==> config.mk <==
export PLATFORM = sky130hd
export DESIGN_NAME = triplet_site_pattern_counter_flat
export DESIGN_NICKNAME = d
export VERILOG_FILES = /design/src/hdl/tsp_pkg.sv /design/src/hdl/tsp_stream_ifs.sv /design/src/hdl/tsp_classify.sv /design/src/hdl/tsp_counter_bank.sv /design/src/hdl/triplet_site_pattern_counter.sv /design/src/flat_wrapper.sv
export SDC_FILE = /design/constraint.sdc
export NUM_CORES = 1
export LEC_CHECK = 0
export BUFFER_PORTS_ARGS = -buffer_cell sky130_fd_sc_hd__buf_4
export CAP_MARGIN = 20
export CELL_PAD_IN_SITES_DETAIL_PLACEMENT = 1
export CELL_PAD_IN_SITES_GLOBAL_PLACEMENT = 1
export CORE_ASPECT_RATIO = 0.8
export CORE_MARGIN = 2
export CORE_UTILIZATION = 46
export DETAILED_ROUTE_END_ITERATION = 6
export PLACE_DENSITY = 0.91
export SLEW_MARGIN = 20
export SYNTH_ARGS = -nofsm -noshare
export SYNTH_HDL_FRONTEND = slang
export SYNTH_SLANG_ARGS = --single-unit
==> constraint.sdc <==
create_clock -name clk -period 7.6 [get_ports clk]
set_clock_uncertainty 0.2 [all_clocks]
set_input_delay 0.76 -clock clk [delete_from_list [all_inputs] [get_ports clk]]
set_output_delay 0.76 -clock clk [all_outputs]
set_load 0.05 [all_outputs]
==> src/hdl/tsp_pkg.sv <==
// ----------------------------------------------------------------------------
// tsp_pkg: shared types and constants for the triplet site pattern counter
// Counter widths, pattern and pair indexes, and the per-site hit and
// count bundles passed between the classifier, counter bank and top level.
// ----------------------------------------------------------------------------
package tsp_pkg;

  // Saturation limit of every counter.
  localparam longint unsigned MAX_SITES = 64'd1048576;

  // Internal counters hold values up to MAX_SITES; the ports are fixed at 21 bits.
  localparam int CNT_W = $clog2(MAX_SITES + 64'd1);
  localparam int OUT_W = 21;
  localparam int BASE_W = 8;

  localparam int NUM_PATTERNS = 5;
  localparam int NUM_PAIRS = 3;

  // Pattern indexes, in output order.
  localparam int PAT_ALL_SAME = 0;
  localparam int PAT_FIRST_DIFFERS = 1;
  localparam int PAT_SECOND_DIFFERS = 2;
  localparam int PAT_THIRD_DIFFERS = 3;
  localparam int PAT_ALL_DIFFER = 4;

  // Pair indexes.
  localparam int PAIR_FIRST_SECOND = 0;
  localparam int PAIR_FIRST_THIRD = 1;
  localparam int PAIR_SECOND_THIRD = 2;

  typedef logic [BASE_W-1:0] base_t;
  typedef logic [CNT_W-1:0] cnt_t;
  typedef logic [OUT_W-1:0] out_cnt_t;

  localparam cnt_t CNT_MAX = cnt_t'(MAX_SITES);

  // Which counters one site increments.
  typedef struct packed {
    logic [NUM_PATTERNS-1:0] pattern;
    logic [NUM_PAIRS-1:0] pair_match;
    logic [NUM_PAIRS-1:0] pair_mismatch;
  } hit_t;

  // The full set of eleven counter values.
  typedef struct packed {
    cnt_t [NUM_PATTERNS-1:0] pattern;
    cnt_t [NUM_PAIRS-1:0] pair_match;
    cnt_t [NUM_PAIRS-1:0] pair_mismatch;
  } counts_t;

endpackage

==> src/hdl/tsp_stream_ifs.sv <==
// ----------------------------------------------------------------------------
// tsp_stream_ifs: valid/ready channels of the triplet site pattern counter
// One interface carries alignment columns in, the other carries the
// eleven counts out at the end of each alignment.
// ----------------------------------------------------------------------------
interface tsp_site_if;
  logic valid;
  logic ready;
  tsp_pkg::base_t base_first;
  tsp_pkg::base_t base_second;
  tsp_pkg::base_t base_third;
  logic last_site;

  modport source (output valid, output base_first, output base_second,
                  output base_third, output last_site, input ready);
  modport sink (input valid, input base_first, input base_second,
                input base_third, input last_site, output ready);
endinterface

interface tsp_result_if;
  logic valid;
  logic ready;
  tsp_pkg::out_cnt_t count_all_same;
  tsp_pkg::out_cnt_t count_first_differs;
  tsp_pkg::out_cnt_t count_second_differs;
  tsp_pkg::out_cnt_t count_third_differs;
  tsp_pkg::out_cnt_t count_all_differ;
  tsp_pkg::out_cnt_t match_first_second;
  tsp_pkg::out_cnt_t mismatch_first_second;
  tsp_pkg::out_cnt_t match_first_third;
  tsp_pkg::out_cnt_t mismatch_first_third;
  tsp_pkg::out_cnt_t match_second_third;
  tsp_pkg::out_cnt_t mismatch_second_third;

  modport source (output valid, input ready,
                  output count_all_same, output count_first_differs,
                  output count_second_differs, output count_third_differs,
                  output count_all_differ,
                  output match_first_second, output mismatch_first_second,
                  output match_first_third, output mismatch_first_third,
                  output match_second_third, output mismatch_second_third);
  modport sink (input valid, output ready,
                input count_all_same, input count_first_differs,
                input count_second_differs, input count_third_differs,
                input count_all_differ,
                input match_first_second, input mismatch_first_second,
                input match_first_third, input mismatch_first_third,
                input match_second_third, input mismatch_second_third);
endinterface

==> src/hdl/tsp_classify.sv <==
// ----------------------------------------------------------------------------
// tsp_classify: site classifier
// Checks the three bases for A, C, G or T and decides which pattern
// counter and which pair match or mismatch counters the site bumps.
// ----------------------------------------------------------------------------
module tsp_classify (
  input  tsp_pkg::base_t base_first,
  input  tsp_pkg::base_t base_second,
  input  tsp_pkg::base_t base_third,
  output tsp_pkg::hit_t  hit
);

  localparam tsp_pkg::base_t BASE_A = 8'h41;
  localparam tsp_pkg::base_t BASE_C = 8'h43;
  localparam tsp_pkg::base_t BASE_G = 8'h47;
  localparam tsp_pkg::base_t BASE_T = 8'h54;

  function automatic logic is_base(tsp_pkg::base_t b);
    return (b == BASE_A) || (b == BASE_C) || (b == BASE_G) || (b == BASE_T);
  endfunction

  logic v1, v2, v3;
  logic e12, e13, e23;

  assign v1 = is_base(base_first);
  assign v2 = is_base(base_second);
  assign v3 = is_base(base_third);

  assign e12 = (base_first == base_second);
  assign e13 = (base_first == base_third);
  assign e23 = (base_second == base_third);

  // Pattern select, only when all three bases are valid. Pair counts need
  // both bases of the pair to be valid.
  always_comb begin
    hit.pattern = '0;
    if (v1 && v2 && v3) begin
      if (e12 && e13) begin
        hit.pattern[tsp_pkg::PAT_ALL_SAME] = 1'b1;
      end else if (e23) begin
        hit.pattern[tsp_pkg::PAT_FIRST_DIFFERS] = 1'b1;
      end else if (e13) begin
        hit.pattern[tsp_pkg::PAT_SECOND_DIFFERS] = 1'b1;
      end else if (e12) begin
        hit.pattern[tsp_pkg::PAT_THIRD_DIFFERS] = 1'b1;
      end else begin
        hit.pattern[tsp_pkg::PAT_ALL_DIFFER] = 1'b1;
      end
    end
    hit.pair_match[tsp_pkg::PAIR_FIRST_SECOND] = v1 && v2 && e12;
    hit.pair_mismatch[tsp_pkg::PAIR_FIRST_SECOND] = v1 && v2 && !e12;
    hit.pair_match[tsp_pkg::PAIR_FIRST_THIRD] = v1 && v3 && e13;
    hit.pair_mismatch[tsp_pkg::PAIR_FIRST_THIRD] = v1 && v3 && !e13;
    hit.pair_match[tsp_pkg::PAIR_SECOND_THIRD] = v2 && v3 && e23;
    hit.pair_mismatch[tsp_pkg::PAIR_SECOND_THIRD] = v2 && v3 && !e23;
  end

endmodule

==> src/hdl/tsp_counter_bank.sv <==
// ----------------------------------------------------------------------------
// tsp_counter_bank: eleven saturating site counters
// Bumps the counters selected by the hit vector on each advancing site
// and clears them all after the last site of an alignment.
// ----------------------------------------------------------------------------
module tsp_counter_bank (
  input  logic              clk,
  input  logic              rst,
  input  logic              advance,
  input  logic              clear,
  input  tsp_pkg::hit_t     hit,
  output tsp_pkg::counts_t  counts_next
);

  tsp_pkg::counts_t counts;

  function automatic tsp_pkg::cnt_t bump(tsp_pkg::cnt_t c, logic inc);
    if (inc && (c < tsp_pkg::CNT_MAX)) begin
      return tsp_pkg::cnt_t'(c + 1'b1);
    end
    return c;
  endfunction

  // Incremented values, including the current site.
  always_comb begin
    for (int i = 0; i < tsp_pkg::NUM_PATTERNS; i++) begin
      counts_next.pattern[i] = bump(counts.pattern[i], hit.pattern[i]);
    end
    for (int i = 0; i < tsp_pkg::NUM_PAIRS; i++) begin
      counts_next.pair_match[i] = bump(counts.pair_match[i], hit.pair_match[i]);
      counts_next.pair_mismatch[i] = bump(counts.pair_mismatch[i], hit.pair_mismatch[i]);
    end
  end

  // Counter registers; the last site hands its totals on and starts over.
  always_ff @(posedge clk) begin
    if (rst) begin
      counts <= '0;
    end else if (advance) begin
      if (clear) begin
        counts <= '0;
      end else begin
        counts <= counts_next;
      end
    end
  end

endmodule

==> src/hdl/triplet_site_pattern_counter.sv <==
// ----------------------------------------------------------------------------
// triplet_site_pattern_counter: three-taxon site pattern counter
// Counts the five three-way site patterns and the pairwise matches and
// mismatches over an alignment and emits all eleven counts at its end.
// ----------------------------------------------------------------------------
// The block takes one alignment column per cycle while nothing stalls and
// emits one transaction of eleven counts for each column marked as the last
// site. A column passes through an input register, then the classifier and
// the saturating counter bank update the counters, and the totals of a
// finished alignment land in a result register. Columns keep flowing while a
// result waits to be taken; only a second last site stalls until the previous
// result has left. Counters saturate at the package's MAX_SITES and ports
// carry the low 21 bits. Reset clears all counters.
module triplet_site_pattern_counter (
  input logic         clk,
  input logic         rst,
  tsp_site_if.sink    site,
  tsp_result_if.source result
);

  // Input register stage.
  logic            s1_valid;
  logic            s1_last;
  tsp_pkg::base_t  s1_first;
  tsp_pkg::base_t  s1_second;
  tsp_pkg::base_t  s1_third;

  // Result register.
  logic             res_valid;
  tsp_pkg::counts_t res_counts;

  tsp_pkg::hit_t    hit;
  tsp_pkg::counts_t counts_next;
  logic             advance;

  // A last site may move on only when the result register is free or draining.
  assign advance = s1_valid && !(s1_last && res_valid && !result.ready);
  assign site.ready = !s1_valid || advance;

  always_ff @(posedge clk) begin
    if (rst) begin
      s1_valid <= 1'b0;
    end else if (site.ready) begin
      s1_valid <= site.valid;
    end
  end

  always_ff @(posedge clk) begin
    if (site.valid && site.ready) begin
      s1_first <= site.base_first;
      s1_second <= site.base_second;
      s1_third <= site.base_third;
      s1_last <= site.last_site;
    end
  end

  tsp_classify u_classify (
    .base_first  (s1_first),
    .base_second (s1_second),
    .base_third  (s1_third),
    .hit         (hit)
  );

  tsp_counter_bank u_counter_bank (
    .clk         (clk),
    .rst         (rst),
    .advance     (advance),
    .clear       (s1_last),
    .hit         (hit),
    .counts_next (counts_next)
  );

  // Capture the totals of a finished alignment.
  always_ff @(posedge clk) begin
    if (rst) begin
      res_valid <= 1'b0;
    end else if (advance && s1_last) begin
      res_valid <= 1'b1;
    end else if (result.ready) begin
      res_valid <= 1'b0;
    end
  end

  always_ff @(posedge clk) begin
    if (advance && s1_last) begin
      res_counts <= counts_next;
    end
  end

  // Result port, trimmed or extended to the port width.
  assign result.valid = res_valid;
  assign result.count_all_same =
    tsp_pkg::out_cnt_t'(res_counts.pattern[tsp_pkg::PAT_ALL_SAME]);
  assign result.count_first_differs =
    tsp_pkg::out_cnt_t'(res_counts.pattern[tsp_pkg::PAT_FIRST_DIFFERS]);
  assign result.count_second_differs =
    tsp_pkg::out_cnt_t'(res_counts.pattern[tsp_pkg::PAT_SECOND_DIFFERS]);
  assign result.count_third_differs =
    tsp_pkg::out_cnt_t'(res_counts.pattern[tsp_pkg::PAT_THIRD_DIFFERS]);
  assign result.count_all_differ =
    tsp_pkg::out_cnt_t'(res_counts.pattern[tsp_pkg::PAT_ALL_DIFFER]);
  assign result.match_first_second =
    tsp_pkg::out_cnt_t'(res_counts.pair_match[tsp_pkg::PAIR_FIRST_SECOND]);
  assign result.mismatch_first_second =
    tsp_pkg::out_cnt_t'(res_counts.pair_mismatch[tsp_pkg::PAIR_FIRST_SECOND]);
  assign result.match_first_third =
    tsp_pkg::out_cnt_t'(res_counts.pair_match[tsp_pkg::PAIR_FIRST_THIRD]);
  assign result.mismatch_first_third =
    tsp_pkg::out_cnt_t'(res_counts.pair_mismatch[tsp_pkg::PAIR_FIRST_THIRD]);
  assign result.match_second_third =
    tsp_pkg::out_cnt_t'(res_counts.pair_match[tsp_pkg::PAIR_SECOND_THIRD]);
  assign result.mismatch_second_third =
    tsp_pkg::out_cnt_t'(res_counts.pair_mismatch[tsp_pkg::PAIR_SECOND_THIRD]);

`ifndef SYNTHESIS
  // A pending last site must hold off new columns while the result is stuck.
  a_last_stall: assert property (@(posedge clk) disable iff (rst)
    (s1_valid && s1_last && res_valid && !result.ready) |-> !site.ready)
    else $error("new column accepted while last site is stalled");

  // A last site that moves on always yields a result next cycle.
  a_last_emits: assert property (@(posedge clk) disable iff (rst)
    (advance && s1_last) |=> result.valid)
    else $error("last site did not produce a result");

  // A waiting result is not disturbed by ordinary columns.
  a_result_holds: assert property (@(posedge clk) disable iff (rst)
    (res_valid && !result.ready) |=> $stable(res_counts))
    else $error("waiting result changed");

  // At most one pattern counter per site.
  a_one_pattern: assert property (@(posedge clk) disable iff (rst)
    s1_valid |-> $onehot0(hit.pattern))
    else $error("site hit more than one pattern");

  // A pair is never both a match and a mismatch.
  a_pair_exclusive: assert property (@(posedge clk) disable iff (rst)
    s1_valid |-> ((hit.pair_match & hit.pair_mismatch) == '0))
    else $error("pair counted as match and mismatch");
`endif

endmodule
==> src/flat_wrapper.sv <==
// flat-port wrapper written by rule: the top's interface ports become plain ports
module triplet_site_pattern_counter_flat 
  (clk, rst, site_valid, site_base_first, site_base_second, site_base_third, site_last_site, site_ready, result_valid, result_ready, result_count_all_same, result_count_first_differs, result_count_second_differs, result_count_third_differs, result_count_all_differ, result_match_first_second, result_mismatch_first_second, result_match_first_third, result_mismatch_first_third, result_match_second_third, result_mismatch_second_third);
  tsp_site_if site_i ();
  tsp_result_if result_i ();
  input logic clk;
  input logic rst;
  input wire logic [$bits(site_i.valid)-1:0] site_valid;
  input wire logic [$bits(site_i.base_first)-1:0] site_base_first;
  input wire logic [$bits(site_i.base_second)-1:0] site_base_second;
  input wire logic [$bits(site_i.base_third)-1:0] site_base_third;
  input wire logic [$bits(site_i.last_site)-1:0] site_last_site;
  output wire logic [$bits(site_i.ready)-1:0] site_ready;
  output wire logic [$bits(result_i.valid)-1:0] result_valid;
  input wire logic [$bits(result_i.ready)-1:0] result_ready;
  output wire logic [$bits(result_i.count_all_same)-1:0] result_count_all_same;
  output wire logic [$bits(result_i.count_first_differs)-1:0] result_count_first_differs;
  output wire logic [$bits(result_i.count_second_differs)-1:0] result_count_second_differs;
  output wire logic [$bits(result_i.count_third_differs)-1:0] result_count_third_differs;
  output wire logic [$bits(result_i.count_all_differ)-1:0] result_count_all_differ;
  output wire logic [$bits(result_i.match_first_second)-1:0] result_match_first_second;
  output wire logic [$bits(result_i.mismatch_first_second)-1:0] result_mismatch_first_second;
  output wire logic [$bits(result_i.match_first_third)-1:0] result_match_first_third;
  output wire logic [$bits(result_i.mismatch_first_third)-1:0] result_mismatch_first_third;
  output wire logic [$bits(result_i.match_second_third)-1:0] result_match_second_third;
  output wire logic [$bits(result_i.mismatch_second_third)-1:0] result_mismatch_second_third;
  assign site_i.valid = site_valid;
  assign site_i.base_first = site_base_first;
  assign site_i.base_second = site_base_second;
  assign site_i.base_third = site_base_third;
  assign site_i.last_site = site_last_site;
  assign site_ready = site_i.ready;
  assign result_valid = result_i.valid;
  assign result_i.ready = result_ready;
  assign result_count_all_same = result_i.count_all_same;
  assign result_count_first_differs = result_i.count_first_differs;
  assign result_count_second_differs = result_i.count_second_differs;
  assign result_count_third_differs = result_i.count_third_differs;
  assign result_count_all_differ = result_i.count_all_differ;
  assign result_match_first_second = result_i.match_first_second;
  assign result_mismatch_first_second = result_i.mismatch_first_second;
  assign result_match_first_third = result_i.match_first_third;
  assign result_mismatch_first_third = result_i.mismatch_first_third;
  assign result_match_second_third = result_i.match_second_third;
  assign result_mismatch_second_third = result_i.mismatch_second_third;
  triplet_site_pattern_counter u_core (.clk(clk), .rst(rst), .site(site_i), .result(result_i));
endmodule
==> flow_metrics.py <==
metrics = {
    "routing": {
        "wl_per_cell_um": 23.60,
        "via_count": 19120,
        "wl_met1_um": 31250,
        "top_layer": "met5",
        "ant_nets": 0,
        "route.detailed.drc": 0,
        "routed_wl_um": 73260,
        "dr.first_iter.drc_count": 1412,
        "met2_length_um": 34760,
        "met3_length_um": 4733,
        "first_pass_iters": 5,
        "via_per_inst": 6.159,
    },
    "sta": {
        "post-route-period-util": 0.5347,
        "worstMarginPinSlew_ns": 1.138,
        "setup_viol": 0,
        "slew_headroom": 0.2349,
        "drv_slew": 0,
        "whs_ns": 0.1304,
        "rsz0062_at_grt": "no",
        "finalHoldViolations": 0,
        "min_period_ns": 4.064,
        "final.setup.tns_ns": 0,
        "fmax_mhz": 246.1,
    },
    "power": {
        "p_clk_frac": 0.451,
        "sw_frac_of_total": 0.2304,
        "seqPwrFrac": 0.509,
        "power_density_nw_per_um2": 204.7,
        "p_leak_nw": 9.884,
        "vdd_drop_max_uv": 158.6,
        "p_sw_w": 0.001272,
        "comb_power_share": 0.040,
        "p_int_w": 0.004247,
    },
    "layout": {
        "multi_input_area_sq_um": 9853,
        "final_common_cell": "buf_4",
        "fillers": 5341,
        "drive_above_1_share": 0.1737,
        "mostFrequentLayoutCells": "buf_4, edfxtp_1, dfxtp_1, nand2_1, xnor2_1",
        "antenna_cells": 0,
        "fin_nets": 2427,
        "regArea_sq_um": 12350,
        "syn_to_final_growth_pct": 17.79,
    },
    "critical_path": {
        "crit_chain": "xor2_1, nor4_1, nand2_1, nor3_2, nand3_1, nor2_1, xor2_1",
        "criticalPathCategory": "reg2reg",
        "crit_fanout": 11,
        "crit_path_end_kind": "flop",
        "crit_path_frequent_cell": "xor2_1",
        "cp_slowest_cell": "nor4_1",
        "cp_top_family": "simple AND/OR/NAND/NOR gates",
        "slowest_delay_ns": 0.72,
        "cp-start-kind": "flop",
        "path_buf_inv": 0,
        "critPathArrivalTime_ns": 4.29,
        "cp.required_ns": 7.82,
    },
    "synth": {
        "synth_edf_count": 256,
        "yosys.cell_types.count": 74,
        "ys_seq_area_frac": 0.5396,
        "synth_nets": 2241,
        "synth-warning-count": 0,
        "synthArstFlopShare": 0,
        "yosys_most_used_dff": "edfxtp_1",
        "syn_area_sq_um": 22890,
        "syn_inst": 2201,
        "synth_seq_cells": 489,
        "postSynthAreaPerCell_sq_um": 10.40,
    },
    "grt": {
        "gr-usage-all-layers": 0.2786,
        "grt_pass1_vias": 19800,
        "grt_overflow_total": 0,
        "antenna_found_initial": 2,
        "grt_pass1_wl_um": 113400,
        "grt_max_degree": 82,
    },
    "cts": {
        "cts_buffers": 50,
        "cts_setup_buffers": 0,
        "cts_max_level": 2,
        "path_clk_slew_ns": 0.06,
        "clock_latency_ns": 0.61,
        "hold_buffers": 0,
        "cts_resized": 0,
        "clock_path_buffers": 3,
        "cts_tree": "done",
        "clock_tree.root_cell": "clkbuf_16",
        "cts_sinks": 489,
    },
    "placed_design": {
        "dp_hpwl_um": 48560,
        "routabilityCongestion": 0.8772,
        "io_buffers": 261,
    },
    "floorplan": {
        "core.rowCount": 73,
        "initial_utilization": 0.4633,
        "die_w_um": 253.4,
        "die_h_um": 203.5,
        "ioPinCount": 262,
        "die_area_sq_um": 51580,
        "core_area_sq_um": 49410,
    },
    "run_status": {
        "outcome": "complete, no violations",
    },
    "job": {
        "cap_violations": 0,
    },
    "hold_path": {
        "hold_class": "in2reg",
    },
}
layout make-up:
type                            count  area share
Timing Repair Buffer              284     0.07907
Multi-Input combinational cell   1519      0.3654
Inverter                           43    0.005986
Clock inverter                     32     0.01128
Tap cell                          675     0.03132
Clock buffer                       62     0.04882
Sequential cell                   489      0.4581
cells in the mapped netlist (all sizes together), types with 29 or more instances:
library cell / number / area, sq um
a41oi: 40 / 350.3
a21oi: 83 / 415.4
nand2: 185 / 694.4
edfxtp: 256 / 7687
nor3: 58 / 346.6
dfxtp: 233 / 4664
o21ai: 145 / 725.7
inv: 43 / 161.4
nand3: 109 / 558.0
nand4: 76 / 503.0
nor2: 79 / 296.5
xor2: 61 / 534.3
and2: 29 / 181.4
o31ai: 74 / 555.5
nor4: 41 / 311.6
and3: 58 / 362.9
xnor2: 172 / 1506
clkbuf: 126 / 475.5
a31oi: 89 / 556.8
registers in the layout, summed over array words and instances, names as in the netlist:
signal and flops:
u_core.result.count_all_differ 21, u_core.result.count_all_same 21, u_core.result.count_first_differs 21, u_core.result.count_second_differs 21, u_core.result.count_third_differs 21, u_core.result.match_first_second 21
u_core.result.match_first_third 21, u_core.result.match_second_third 21, u_core.result.mismatch_first_second 21, u_core.result.mismatch_first_third 21, u_core.result.mismatch_second_third 21, u_core.result.valid 1
u_core.s1_first 8, u_core.s1_last 1, u_core.s1_second 8, u_core.s1_third 8, u_core.s1_valid 1, u_core.u_counter_bank.counts 231
path summary, 6_finish.rpt:
kind / from / endpoint / slack (ns) / cells past startpoint
max: u_core.s1_third[3]$_DFFE_PP_ / u_core.result.count_first_differs[18]$_DFFE_PP_ / 3.54 / 7
min: site_base_third[7] / u_core.s1_third[7]$_DFFE_PP_ / 0.13 / 1
max reg2reg: u_core.s1_third[3]$_DFFE_PP_ / u_core.result.count_first_differs[18]$_DFFE_PP_ / 3.54 / 7
min reg2reg: u_core.u_counter_bank.counts[20]$_SDFFE_PP0P_ / u_core.u_counter_bank.counts[20]$_SDFFE_PP0P_ / 0.26 / 2
power by group through the flow:
stage	sequential, W	clock, W	combinational (W)
after floorplan	0.00291	0	0.0000952
after global placement	0.00286	0	0.000210
after detailed placement	0.00287	0	0.000219
after CTS	0.00281	0.00252	0.000221
after global routing	0.00281	0.00261	0.000234
final	0.00281	0.00249	0.000221
metrics by stage:
stage / instance area (sq um) / cells / utilization / total power, W / setup slack [ns]
floorplan: 22890 / 2201 / - / 0.003004 / 0.5476
global placement: 25340 / 3010 / 0.5128 / 0.003075 / 3.628
detailed placement: 25340 / 3010 / 0.5128 / 0.003085 / 3.461
CTS: 26960 / 3104 / 0.5456 / 0.005551 / 3.592
global route: 26960 / 3104 / 0.5457 / 0.005658 / 3.306
finish: 26960 / 3104 / 0.5457 / 0.005518 / 3.536
kinds of logic (layout without fill, tap and decap cells):
kind of cell | after synthesis | count (layout) | share of synthesized area
xor gates and xnor gates | 233 | 233 | 0.08914
adders and majority gates | 11 | 11 | 0.006012
DFF | 489 | 489 | 0.5396
muxes | 16 | 16 | 0.007488
and+or+nand+nor | 741 | 741 | 0.1794
AOI/OAI and AO/OA | 518 | 518 | 0.1461
buffers and inverters | 193 | 421 | 0.03225
per-layer routing:
| layer | global-route usage | vias up |
|---|---|---|
| met2 | 0.4592 | 665 |
| met3 | 0.05233 | 160 |
| met5 | 0 | - |
| li1 | - | 8626 |
| met1 | 0.3639 | 9665 |
| met4 | 0.1071 | 2 |
Note: power is estimated with default switching activity, not from simulation.
